## config.mk

```make
export PLATFORM = sky130hd
export DESIGN_NAME = esc_setpoint_and_current_limiter_unit
export DESIGN_NICKNAME = d
export VERILOG_FILES = /design/src/rtl/escl_pkg.sv /design/src/rtl/escl_csr.sv /design/src/rtl/escl_ctrl.sv /design/src/rtl/escl_datapath.sv /design/src/rtl/esc_setpoint_and_current_limiter_unit.sv
export VERILOG_INCLUDE_DIRS = /design/src /design/src/rtl
export SDC_FILE = /design/constraint.sdc
export NUM_CORES = 1
export LEC_CHECK = 0
export BUFFER_PORTS_ARGS = -buffer_cell sky130_fd_sc_hd__buf_4
export CAP_MARGIN = 30
export CORE_MARGIN = 2
export CORE_UTILIZATION = 45
export CTS_BUF_LIST = sky130_fd_sc_hd__clkbuf_8
export CTS_CLUSTER_DIAMETER = 100
export CTS_CLUSTER_SIZE = 40
export DETAILED_ROUTE_END_ITERATION = 10
export SKIP_LAST_GASP = 1
export SYNTH_ARGS = -nofsm -noshare
export SYNTH_HDL_FRONTEND = slang
export SYNTH_SLANG_ARGS = --single-unit
```

## constraint.sdc

```tcl
create_clock -name clock -period 9.6 [get_ports clock]
set_input_delay 0.96 -clock clock [delete_from_list [all_inputs] [get_ports clock]]
set_output_delay 0.96 -clock clock [all_outputs]
set_load 0.03 [all_outputs]
```

## src/rtl/esc_setpoint_and_current_limiter_unit_assert.svh

```systemverilog
// ---------------------------------------------------------------------------
// Assertion macros for the ESC setpoint and current limiter
// Concurrent checks that compile away when NO_ASSERTIONS is defined.
// ---------------------------------------------------------------------------
`ifndef ESC_SETPOINT_AND_CURRENT_LIMITER_UNIT_ASSERT_SVH
`define ESC_SETPOINT_AND_CURRENT_LIMITER_UNIT_ASSERT_SVH

`ifndef NO_ASSERTIONS
// same-cycle implication
`define ESCL_ASSERT_NOW(label, clk, rst, ante, cons, msg) \
   label: assert property (@(posedge clk) disable iff (rst) (ante) |-> (cons)) \
      else $error(msg);
// next-cycle implication
`define ESCL_ASSERT_NEXT(label, clk, rst, ante, cons, msg) \
   label: assert property (@(posedge clk) disable iff (rst) (ante) |=> (cons)) \
      else $error(msg);
`else
`define ESCL_ASSERT_NOW(label, clk, rst, ante, cons, msg)
`define ESCL_ASSERT_NEXT(label, clk, rst, ante, cons, msg)
`endif

`endif

```

## src/rtl/escl_pkg.sv

```systemverilog
// ---------------------------------------------------------------------------
// ESC limiter package
// Shared widths, constants, register indexes and control structures.
// ---------------------------------------------------------------------------
package escl_pkg;

   // field widths
   localparam int DutyW    = 8;
   localparam int PulseW   = 12;
   localparam int CurW     = 10;
   localparam int ProdW    = 16;
   localparam int ReqDataW = 40;
   localparam int ReqUserW = 3;
   localparam int RspDataW = 24;
   localparam int AddrW    = 5;
   localparam int CsrDataW = 32;
   localparam int RegIdxW  = 3;

   // divider: two quotient bits per step
   localparam int DivSteps = ProdW / 2;
   localparam int DivCntW  = $clog2(DivSteps);

   // scaling constants
   localparam logic [PulseW-1:0] PulseCutoff = 12'd300;
   localparam logic [PulseW-1:0] PulseClip   = 12'd200;
   localparam logic [DutyW-1:0]  PulseTop    = 8'd190;
   localparam logic [DutyW-1:0]  SerialFull  = 8'd200;
   localparam int                CeilShift   = 5;

   // register reset values
   localparam logic [DutyW-1:0] MaxPwmRst       = 8'd255;
   localparam logic [DutyW-1:0] MinPwmRst       = 8'd5;
   localparam logic [DutyW-1:0] MinPpmRst       = 8'd10;
   localparam logic [CurW-1:0]  MaxCurrentRst   = 10'd200;
   localparam logic [DutyW-1:0] LimitCurrentRst = 8'd120;

   // register indexes
   typedef enum logic [RegIdxW-1:0] {
      RegMaxPwm       = 3'd0,
      RegMinPwm       = 3'd1,
      RegMinPpm       = 3'd2,
      RegMaxCurrent   = 3'd3,
      RegLimitCurrent = 3'd4
   } reg_idx_type;

   typedef struct packed {
      logic [DutyW-1:0] max_pwm;
      logic [DutyW-1:0] min_pwm;
      logic [DutyW-1:0] min_ppm;
      logic [CurW-1:0]  max_current;
      logic [DutyW-1:0] limit_current;
   } cfg_type;

   // controller to datapath commands
   typedef struct packed {
      logic load;
      logic mul;
      logic div_step;
      logic finish;
   } cmd_type;

endpackage

```

## src/rtl/escl_csr.sv

```systemverilog
// ---------------------------------------------------------------------------
// ESC limiter register file
// APB-style register bank holding the five configuration registers.
// ---------------------------------------------------------------------------
module escl_csr (
   input  logic                             clock,
   input  logic                             reset,
   input  logic                             csr_psel,
   input  logic                             csr_penable,
   input  logic                             csr_pwrite,
   input  logic [escl_pkg::AddrW-1:0]       csr_paddr,
   input  logic [escl_pkg::CsrDataW-1:0]    csr_pwdata,
   output logic [escl_pkg::CsrDataW-1:0]    csr_prdata,
   output logic                             csr_pready,
   output escl_pkg::cfg_type                cfg
);

   escl_pkg::cfg_type                cfg_ff;
   logic                             wr_en;
   logic [escl_pkg::RegIdxW-1:0]     idx;

   assign csr_pready = 1'b1;
   assign wr_en      = csr_psel && csr_penable && csr_pwrite;
   assign idx        = csr_paddr[escl_pkg::AddrW-1:2];
   assign cfg        = cfg_ff;

   // write registers on the access cycle
   always_ff @(posedge clock) begin
      if (reset) begin
         cfg_ff.max_pwm       <= escl_pkg::MaxPwmRst;
         cfg_ff.min_pwm       <= escl_pkg::MinPwmRst;
         cfg_ff.min_ppm       <= escl_pkg::MinPpmRst;
         cfg_ff.max_current   <= escl_pkg::MaxCurrentRst;
         cfg_ff.limit_current <= escl_pkg::LimitCurrentRst;
      end else if (wr_en) begin
         unique case (idx)
            escl_pkg::RegMaxPwm:       cfg_ff.max_pwm       <= csr_pwdata[7:0];
            escl_pkg::RegMinPwm:       cfg_ff.min_pwm       <= csr_pwdata[7:0];
            escl_pkg::RegMinPpm:       cfg_ff.min_ppm       <= csr_pwdata[7:0];
            escl_pkg::RegMaxCurrent:   cfg_ff.max_current   <= csr_pwdata[9:0];
            escl_pkg::RegLimitCurrent: cfg_ff.limit_current <= csr_pwdata[7:0];
            default: ;
         endcase
      end
   end

   // read back
   always_comb begin
      unique case (idx)
         escl_pkg::RegMaxPwm:       csr_prdata = {24'd0, cfg_ff.max_pwm};
         escl_pkg::RegMinPwm:       csr_prdata = {24'd0, cfg_ff.min_pwm};
         escl_pkg::RegMinPpm:       csr_prdata = {24'd0, cfg_ff.min_ppm};
         escl_pkg::RegMaxCurrent:   csr_prdata = {22'd0, cfg_ff.max_current};
         escl_pkg::RegLimitCurrent: csr_prdata = {24'd0, cfg_ff.limit_current};
         default:                   csr_prdata = '0;
      endcase
   end

endmodule

```

## src/rtl/escl_ctrl.sv

```systemverilog
// ---------------------------------------------------------------------------
// ESC limiter controller
// Sequences accept, multiply, divide and finish, and owns the result valid.
// ---------------------------------------------------------------------------
module escl_ctrl (
   input  logic              clock,
   input  logic              reset,
   input  logic              req_tvalid,
   output logic              req_tready,
   output logic              rsp_tvalid,
   input  logic              rsp_tready,
   output escl_pkg::cmd_type cmd
);

   typedef enum logic [1:0] {
      StIdle,
      StMul,
      StDiv,
      StFin
   } state_type;

   state_type                        state_ff;
   logic [escl_pkg::DivCntW-1:0]     count_ff;
   logic                             rsp_valid_ff;
   logic                             out_free;

   localparam logic [escl_pkg::DivCntW-1:0] LastStep =
      escl_pkg::DivCntW'(escl_pkg::DivSteps - 1);

   assign out_free   = !rsp_valid_ff || rsp_tready;
   assign req_tready = (state_ff == StIdle);
   assign rsp_tvalid = rsp_valid_ff;

   // decode commands from state
   always_comb begin
      cmd.load     = (state_ff == StIdle) && req_tvalid;
      cmd.mul      = (state_ff == StMul);
      cmd.div_step = (state_ff == StDiv);
      cmd.finish   = (state_ff == StFin) && out_free;
   end

   // state and result valid
   always_ff @(posedge clock) begin
      if (reset) begin
         state_ff     <= StIdle;
         count_ff     <= '0;
         rsp_valid_ff <= 1'b0;
      end else begin
         unique case (state_ff)
            StIdle: begin
               if (req_tvalid) state_ff <= StMul;
            end
            StMul: begin
               count_ff <= '0;
               state_ff <= StDiv;
            end
            StDiv: begin
               count_ff <= count_ff + 1'b1;
               if (count_ff == LastStep) state_ff <= StFin;
            end
            StFin: begin
               if (out_free) state_ff <= StIdle;
            end
            default: state_ff <= StIdle;
         endcase
         // raise on finish, drop once the result is taken
         if (cmd.finish) rsp_valid_ff <= 1'b1;
         else if (rsp_tready) rsp_valid_ff <= 1'b0;
      end
   end

endmodule

```

## src/rtl/escl_datapath.sv

```systemverilog
// ---------------------------------------------------------------------------
// ESC limiter datapath
// Input hold, shared multiplier, radix-4 divider, setpoint and limiter state.
// ---------------------------------------------------------------------------
module escl_datapath (
   input  logic                           clock,
   input  logic                           reset,
   input  escl_pkg::cfg_type              cfg,
   input  escl_pkg::cmd_type              cmd,
   input  logic [escl_pkg::ReqDataW-1:0]  req_tdata,
   input  logic [escl_pkg::ReqUserW-1:0]  req_tuser,
   output logic [escl_pkg::RspDataW-1:0]  rsp_tdata
);

   localparam int DW = escl_pkg::DutyW;
   localparam int PW = escl_pkg::ProdW;

   // held input item
   logic                            bus_valid_ff, ser_valid_ff, pul_valid_ff, tick_ff;
   logic [DW-1:0]                   bus_sp_ff, ser_sp_ff;
   logic [escl_pkg::PulseW-1:0]     pul_w_ff;
   logic [escl_pkg::CurW-1:0]       cur_ff;

   // divider registers
   logic [PW-1:0]                   dq_ff, dq_in;
   logic [DW-1:0]                   rem_ff, rem_in;
   logic [DW-1:0]                   den_ff;

   // block state
   logic [DW-1:0]                   hold_ff, hold_in;
   logic [DW-1:0]                   mean_ff, mean_in;
   logic [DW-1:0]                   ceil_ff, ceil_in;
   logic                            pmode_ff, pmode_in;

   // result register
   logic [DW-1:0]                   duty_ff, duty_in;
   logic                            gates_ff, gates_in;
   logic                            red_ff, red_in;

   // pulse mapping helpers
   logic [escl_pkg::PulseW-1:0]     w1;
   logic [DW-1:0]                   w2, span, mul_a, mul_b;
   logic                            under, dead, use_ser, over;
   logic [PW-1:0]                   product;
   logic [PW:0]                     sp_raw;
   logic [DW-1:0]                   sp, ceil1;

   // two restoring divide steps
   function automatic logic [PW+DW-1:0] div2(input logic [DW-1:0] rem,
                                             input logic [PW-1:0] dq,
                                             input logic [DW-1:0] d);
      logic [DW:0]   r9;
      logic [DW-1:0] r;
      logic [PW-1:0] q;
      r = rem;
      q = dq;
      for (int k = 0; k < 2; k++) begin
         r9 = {r, q[PW-1]};
         if (r9 >= {1'b0, d}) begin
            r = DW'(r9 - {1'b0, d});
            q = {q[PW-2:0], 1'b1};
         end else begin
            r = r9[DW-1:0];
            q = {q[PW-2:0], 1'b0};
         end
      end
      return {r, q};
   endfunction

   // clip and map pulse width, pick multiplier operands
   always_comb begin
      w1      = (pul_w_ff > escl_pkg::PulseCutoff) ? '0 : pul_w_ff;
      w2      = (w1 > escl_pkg::PulseClip) ? escl_pkg::PulseClip[DW-1:0] : w1[DW-1:0];
      under   = (w2 <= cfg.min_ppm);
      dead    = (cfg.min_ppm >= escl_pkg::PulseTop);
      span    = (cfg.max_pwm >= cfg.min_pwm) ? (cfg.max_pwm - cfg.min_pwm) : '0;
      use_ser = !bus_valid_ff && ser_valid_ff;
      mul_a   = use_ser ? cfg.max_pwm : span;
      mul_b   = use_ser ? ser_sp_ff : (w2 - cfg.min_ppm);
      product = PW'(mul_a) * PW'(mul_b);
      {rem_in, dq_in} = div2(rem_ff, dq_ff, den_ff);
   end

   // setpoint choice, output stage and limiter
   always_comb begin
      over     = (cur_ff > cfg.max_current);
      pmode_in = pmode_ff;
      red_in   = 1'b0;
      if (bus_valid_ff) begin
         sp_raw   = {{(PW-DW+1){1'b0}}, bus_sp_ff};
         pmode_in = 1'b0;
      end else if (ser_valid_ff) begin
         sp_raw   = {1'b0, dq_ff};
         pmode_in = 1'b0;
      end else if (pul_valid_ff) begin
         pmode_in = 1'b1;
         if (under)     sp_raw = '0;
         else if (dead) sp_raw = {{(PW-DW+1){1'b0}}, cfg.max_pwm};
         else           sp_raw = {{(PW-DW+1){1'b0}}, cfg.min_pwm} + {1'b0, dq_ff};
      end else begin
         sp_raw = (hold_ff != '0) ? {{(PW-DW+1){1'b0}}, hold_ff - 1'b1} : '0;
         red_in = 1'b1;
      end
      sp      = (sp_raw > {{(PW-DW+1){1'b0}}, cfg.max_pwm}) ? cfg.max_pwm : sp_raw[DW-1:0];
      hold_in = sp;

      // cap at ceiling, cut on overcurrent
      duty_in = sp;
      if (sp > ceil_ff) begin
         duty_in = ceil_ff;
         red_in  = 1'b1;
      end
      gates_in = over;
      if (over) begin
         duty_in = '0;
         red_in  = 1'b1;
      end

      // track mean current and adapt ceiling
      mean_in = mean_ff;
      ceil_in = ceil_ff;
      ceil1   = ceil_ff;
      if (tick_ff) begin
         if ({2'b00, mean_ff} < cur_ff) begin
            if (mean_ff != 8'hFF) mean_in = mean_ff + 1'b1;
         end else if ({2'b00, mean_ff} > cur_ff) begin
            mean_in = mean_ff - 1'b1;
         end
         if (over) ceil1 = ceil_ff - (ceil_ff >> escl_pkg::CeilShift);
         if (mean_in > cfg.limit_current) begin
            ceil_in = (ceil1 != '0) ? ceil1 - 1'b1 : '0;
            red_in  = 1'b1;
         end else if (ceil1 < cfg.max_pwm) begin
            ceil_in = ceil1 + 1'b1;
         end else begin
            ceil_in = ceil1;
         end
      end
   end

   // capture item, multiply, divide
   always_ff @(posedge clock) begin
      if (cmd.load) begin
         bus_valid_ff <= req_tuser[0];
         ser_valid_ff <= req_tuser[1];
         pul_valid_ff <= req_tuser[2];
         bus_sp_ff    <= req_tdata[7:0];
         ser_sp_ff    <= req_tdata[15:8];
         pul_w_ff     <= req_tdata[27:16];
         cur_ff       <= req_tdata[37:28];
         tick_ff      <= req_tdata[38];
      end
      if (cmd.mul) begin
         dq_ff  <= product;
         rem_ff <= '0;
         den_ff <= use_ser ? escl_pkg::SerialFull : (escl_pkg::PulseTop - cfg.min_ppm);
      end else if (cmd.div_step) begin
         dq_ff  <= dq_in;
         rem_ff <= rem_in;
      end
      if (cmd.finish) begin
         duty_ff  <= duty_in;
         gates_ff <= gates_in;
         red_ff   <= red_in;
      end
   end

   // block state, updated once per item
   always_ff @(posedge clock) begin
      if (reset) begin
         hold_ff  <= '0;
         mean_ff  <= '0;
         ceil_ff  <= escl_pkg::MaxPwmRst;
         pmode_ff <= 1'b1;
      end else if (cmd.finish) begin
         hold_ff  <= hold_in;
         mean_ff  <= mean_in;
         ceil_ff  <= ceil_in;
         pmode_ff <= pmode_in;
      end
   end

   assign rsp_tdata = {5'd0, ceil_ff, pmode_ff, red_ff, gates_ff, duty_ff};

endmodule

```

## src/rtl/esc_setpoint_and_current_limiter_unit.sv

```systemverilog
// Sequence: an accepted item passes the multiply state, eight radix-4 divider
//   steps and the finish state, which waits while the output register is full
//   and not being taken. No new item is taken until the sequencer is idle again.
// An item is taken while the previous result still waits in the output register.
// Reset (synchronous, active high) restores register defaults, clears the
//   held setpoint and mean current, sets the ceiling to 255 and pulse mode on.
// ---------------------------------------------------------------------------
// ESC setpoint and current limiter
// Top level joining register bank, controller and datapath.
// ---------------------------------------------------------------------------
`include "esc_setpoint_and_current_limiter_unit_assert.svh"

module esc_setpoint_and_current_limiter_unit (
   input  logic                           clock,
   input  logic                           reset,
   // input item
   input  logic                           req_tvalid,
   output logic                           req_tready,
   // bus_setpoint[7:0], serial_setpoint[15:8], pulse_width[27:16],
   // current_sample[37:28], limiter_tick[38], zero fill[39]
   input  logic [escl_pkg::ReqDataW-1:0]  req_tdata,
   // bus_valid[0], serial_valid[1], pulse_valid[2]
   input  logic [escl_pkg::ReqUserW-1:0]  req_tuser,
   // result item
   output logic                           rsp_tvalid,
   input  logic                           rsp_tready,
   // duty[7:0], gates_off[8], red_led[9], pulse_mode[10],
   // duty_ceiling[18:11], zero fill[23:19]
   output logic [escl_pkg::RspDataW-1:0]  rsp_tdata,
   // configuration
   input  logic                           csr_psel,
   input  logic                           csr_penable,
   input  logic                           csr_pwrite,
   input  logic [escl_pkg::AddrW-1:0]     csr_paddr,
   input  logic [escl_pkg::CsrDataW-1:0]  csr_pwdata,
   output logic [escl_pkg::CsrDataW-1:0]  csr_prdata,
   output logic                           csr_pready
);

   escl_pkg::cfg_type cfg;
   escl_pkg::cmd_type cmd;

   escl_csr u_csr (
      .clock       (clock),
      .reset       (reset),
      .csr_psel    (csr_psel),
      .csr_penable (csr_penable),
      .csr_pwrite  (csr_pwrite),
      .csr_paddr   (csr_paddr),
      .csr_pwdata  (csr_pwdata),
      .csr_prdata  (csr_prdata),
      .csr_pready  (csr_pready),
      .cfg         (cfg)
   );

   escl_ctrl u_ctrl (
      .clock      (clock),
      .reset      (reset),
      .req_tvalid (req_tvalid),
      .req_tready (req_tready),
      .rsp_tvalid (rsp_tvalid),
      .rsp_tready (rsp_tready),
      .cmd        (cmd)
   );

   escl_datapath u_dp (
      .clock     (clock),
      .reset     (reset),
      .cfg       (cfg),
      .cmd       (cmd),
      .req_tdata (req_tdata),
      .req_tuser (req_tuser),
      .rsp_tdata (rsp_tdata)
   );

   // busy once an item is taken
   `ESCL_ASSERT_NEXT(a_busy_after_accept, clock, reset, req_tvalid && req_tready, !req_tready, "item accepted while busy")
   // finish only into a free output register
   `ESCL_ASSERT_NOW(a_finish_free, clock, reset, cmd.finish, !rsp_tvalid || rsp_tready, "result overwritten")
   // a result appears only after a finish
   `ESCL_ASSERT_NOW(a_valid_from_finish, clock, reset, $rose(rsp_tvalid), $past(cmd.finish), "result without finish")

endmodule

```

==> out/metrics.cfg <==
[logic_synthesis]
synth_top_area_frac=0.173
synthCells=1494
syn_area_sq_um=13200
synthSimpleGateAreaFrac=0.160
syn_avg_cell_area_sq_um=8.85
synth_compound_area_frac=0.181
synth-edff-count=76
synth-seq-cells=157
synth_xor_area_frac=0.0425
synthArstFlopShare=0
synth-main-ff-cell=dfxtp_1
ys_seq_area_frac=0.295
yosys.area.top_type=edfxtp_1
synthAdderAreaFrac=0.198
synth_top_family_by_area=adder cells
synth_area_leaders=edfxtp_1 17%, ha_1 13%, dfxtp_1 12%, fa_1 6.4%, inv_1 4.8%
synth.mux.area_fraction=0.0448
synth_cell_type_count=85
yosys_warnings=0

[global_routing]
grt_max_degree=77
gr-usage-all-layers=0.222
antenna_found_initial=0
overflow=0
grt_pass1_wl_um=53800
grt_pass1_vias=10241

[power]
ir_drop_uv=523
total_power_uw=5860
switching_share=0.467
powerDensity_nw_per_um2=401
pwr-share-seq=0.176
combPwrFrac=0.734
switching_power_uw=2740
internal_power_uw=3120
p_leak_uw=0.00655
clockPowerShare=0.089

[cells_and_area]
layout_common_cells=170 x inv_1, 142 x ha_1, 139 x nor2_1
drive_above_1_share=0.121
mostFrequentLayoutCell=inv_1
finish.utilization=0.507
syn2layout_area_growth_pct=10.4
diodes=0
nets=1840

[routing]
postRouteAntennaNets=0
vias_per_cell=5.52
wl_per_cell_um=17.1
first_iter_violations=693
vias=10845
dr.pass1.iters=7
drc=0
routed_wl_um=33500

[placement]
hpwl_um=26300
place_ws_ns=1.20
portBuffers=92
gp_congestion=0.907

[critical_path]
crit_top_cell=o21ai_0
worst-r2r-setup-slack_ns=1.26
crit_path_max_fanout=17
slowest_delay_ns=0.71
critical_path_class=flop to flop
crit_slowest_cell=a2111oi_1
r2r_cells=37
timing.rr.start=u_dp.pul_w_ff[0]
required_ns=9.92
cp.arrival_ns=8.66
start_kind=flop
r2r-end=u_dp.duty_ff[2]
critPathCaptureType=flop

[clock_tree]
insertion_delay_ns=0.48
clock-sinks=157
tritoncts=built
cts_hold_buffers=0
cts_max_level=4
clockRootBuffer=clkbuf_8
numCtsBuffers=17
post-cts-setup-buffers=0
clkSlewWorstSetupHoldPaths_ns=0.09
clockBufferDepth=2

[timing]
finalMaxSlewViolations=0
skew_ns=0.0190
hold_viol=0
timing.fmax_mhz=120
setup_slack_ns=1.26
max-slew-margin-rel=0.324
setup_viol=0
fin_tns_setup_ns=0
worst_pin_slew_ns=1.01
post-route-period-util=0.869
rsz0062_at_grt=no
period_needed_ns=8.34

[worst_hold_path]
hp-class=flop to flop
min_path_cells=2
holdCritStartpoint=u_csr.cfg[16]
min_to=u_csr.cfg[16]

[floorplan]
rows=62
initial_utilization=0.459
pin_count=146
core_sq_um=28800
die_area_sq_um=30800
die_h_um=175
die_w_um=175

[run_status]
outcome=complete, no violations

[run]
drv_cap=0

-- synth_stat cells (21+ instances only) --
| cell type | n |
|---|---|
| inv_1 | 169 |
| ha_1 | 142 |
| nor2_1 | 139 |
| nand2_1 | 113 |
| a21oi_1 | 82 |
| dfxtp_1 | 81 |
| edfxtp_1 | 76 |
| o21ai_0 | 69 |
| xnor2_1 | 45 |
| fa_1 | 42 |
| clkbuf_1 | 35 |
| buf_4 | 31 |
| mux2i_1 | 31 |
| nand2b_1 | 26 |
| nor2b_1 | 26 |
| mux2_2 | 25 |
| nand3_1 | 23 |
| a211oi_1 | 21 |
| a22oi_1 | 21 |
-- critical path, delay by kind of cell (launching register included) --
kind                     cells  cell delay [ns]
AO/OA/AOI/OAI               22             4.86
multiplexers                 1             0.44
buffers and inverters        2             0.27
flip-flops                   1             0.43
AND/OR/NAND/NOR              8             1.07
adder cells (fa/ha/maj)      4             1.13
-- final cells by class --
type / count / area, sq um
clock buffers: 18 / 248
well taps: 384 / 480
multi-input cells: 1120 / 8390
inverters: 172 / 646
repair buffers: 101 / 771
clock inverters: 14 / 156
fillers: 2747 / 14200
flip-flops and latches: 157 / 3900
-- timing repair --
action / in CTS / in global routing
endpoints found under the setup margin: 0 / 1
gates resized for setup: 0 / 1
hold endpoints to repair: 0 / 0
-- worst max-delay path by stage --
stage,end,depth (start not counted),slack (ns),start
2_1_floorplan,u_dp.dq_ff[15],31,2.08,u_dp.pul_w_ff[0]
3_3_place_gp,u_dp.red_ff,36,1.36,u_dp.pul_w_ff[0]
3_5_place_dp,u_dp.red_ff,36,1.20,u_dp.pul_w_ff[0]
4_1_cts,u_dp.red_ff,36,1.12,u_dp.pul_w_ff[0]
5_1_grt,u_dp.duty_ff[5],37,0.21,u_dp.pul_w_ff[0]
6_report,u_dp.duty_ff[2],37,1.26,u_dp.pul_w_ff[0]
-- sequential cells by signal (all words and copies together), names as in the netlist --
name and count:
u_dp.tick_ff 1, u_dp.dq_ff 16, u_dp.pul_valid_ff 1, u_dp.ser_sp_ff 8, u_dp.bus_valid_ff 1, u_dp.den_ff 8, u_dp.pmode_ff 1, u_dp.rem_ff 8
u_dp.cur_ff 10, u_ctrl.rsp_tvalid 1, u_dp.mean_ff 8, u_dp.gates_ff 1, u_dp.red_ff 1, u_dp.duty_ff 8, u_csr.cfg 42, u_dp.ser_valid_ff 1
u_dp.ceil_ff 8, u_ctrl.count_ff 3, u_dp.bus_sp_ff 8, u_dp.pul_w_ff 12, u_ctrl.state_ff 2, u_dp.hold_ff 8
-- power by group through the flow --
stage / clock [uW] / combinational [uW] / sequential [uW]
after global placement: 0 / 4230 / 1050
after CTS: 537 / 4340 / 1030
after detailed placement: 0 / 4300 / 1050
after floorplan: 0 / 3430 / 1010
final: 524 / 4300 / 1030
after global routing: 564 / 4900 / 1050
-- per-layer routing --
layer | global-route usage | vias to the layer above | wire, um
li1 | - | 5366 | -
met1 | 0.318 | 5128 | 16200
met2 | 0.347 | 309 | 14900
met3 | 0.0346 | 42 | 1870
met4 | 0.0590 | 0 | 597
met5 | 0 | - | 0
-- metrics by stage --
step	area, sq um	hold slack [ns]	cells
floorplan	13300	0.445	1520
global placement	14200	0.458	1933
detailed placement	14200	0.471	1934
CTS	14600	0.483	1966
global route	14600	0.505	1966
finish	14600	0.477	1966
-- logic make-up after synthesis --
group           count (synthesis)
fa+ha+maj                     184
buf+inv                       243
simple gates                  436
other cells                     2
flops                         157
compound gates                354
mux                            56
xor+xnor                       62
No activity file was read; power rests on OpenSTA's default activity.
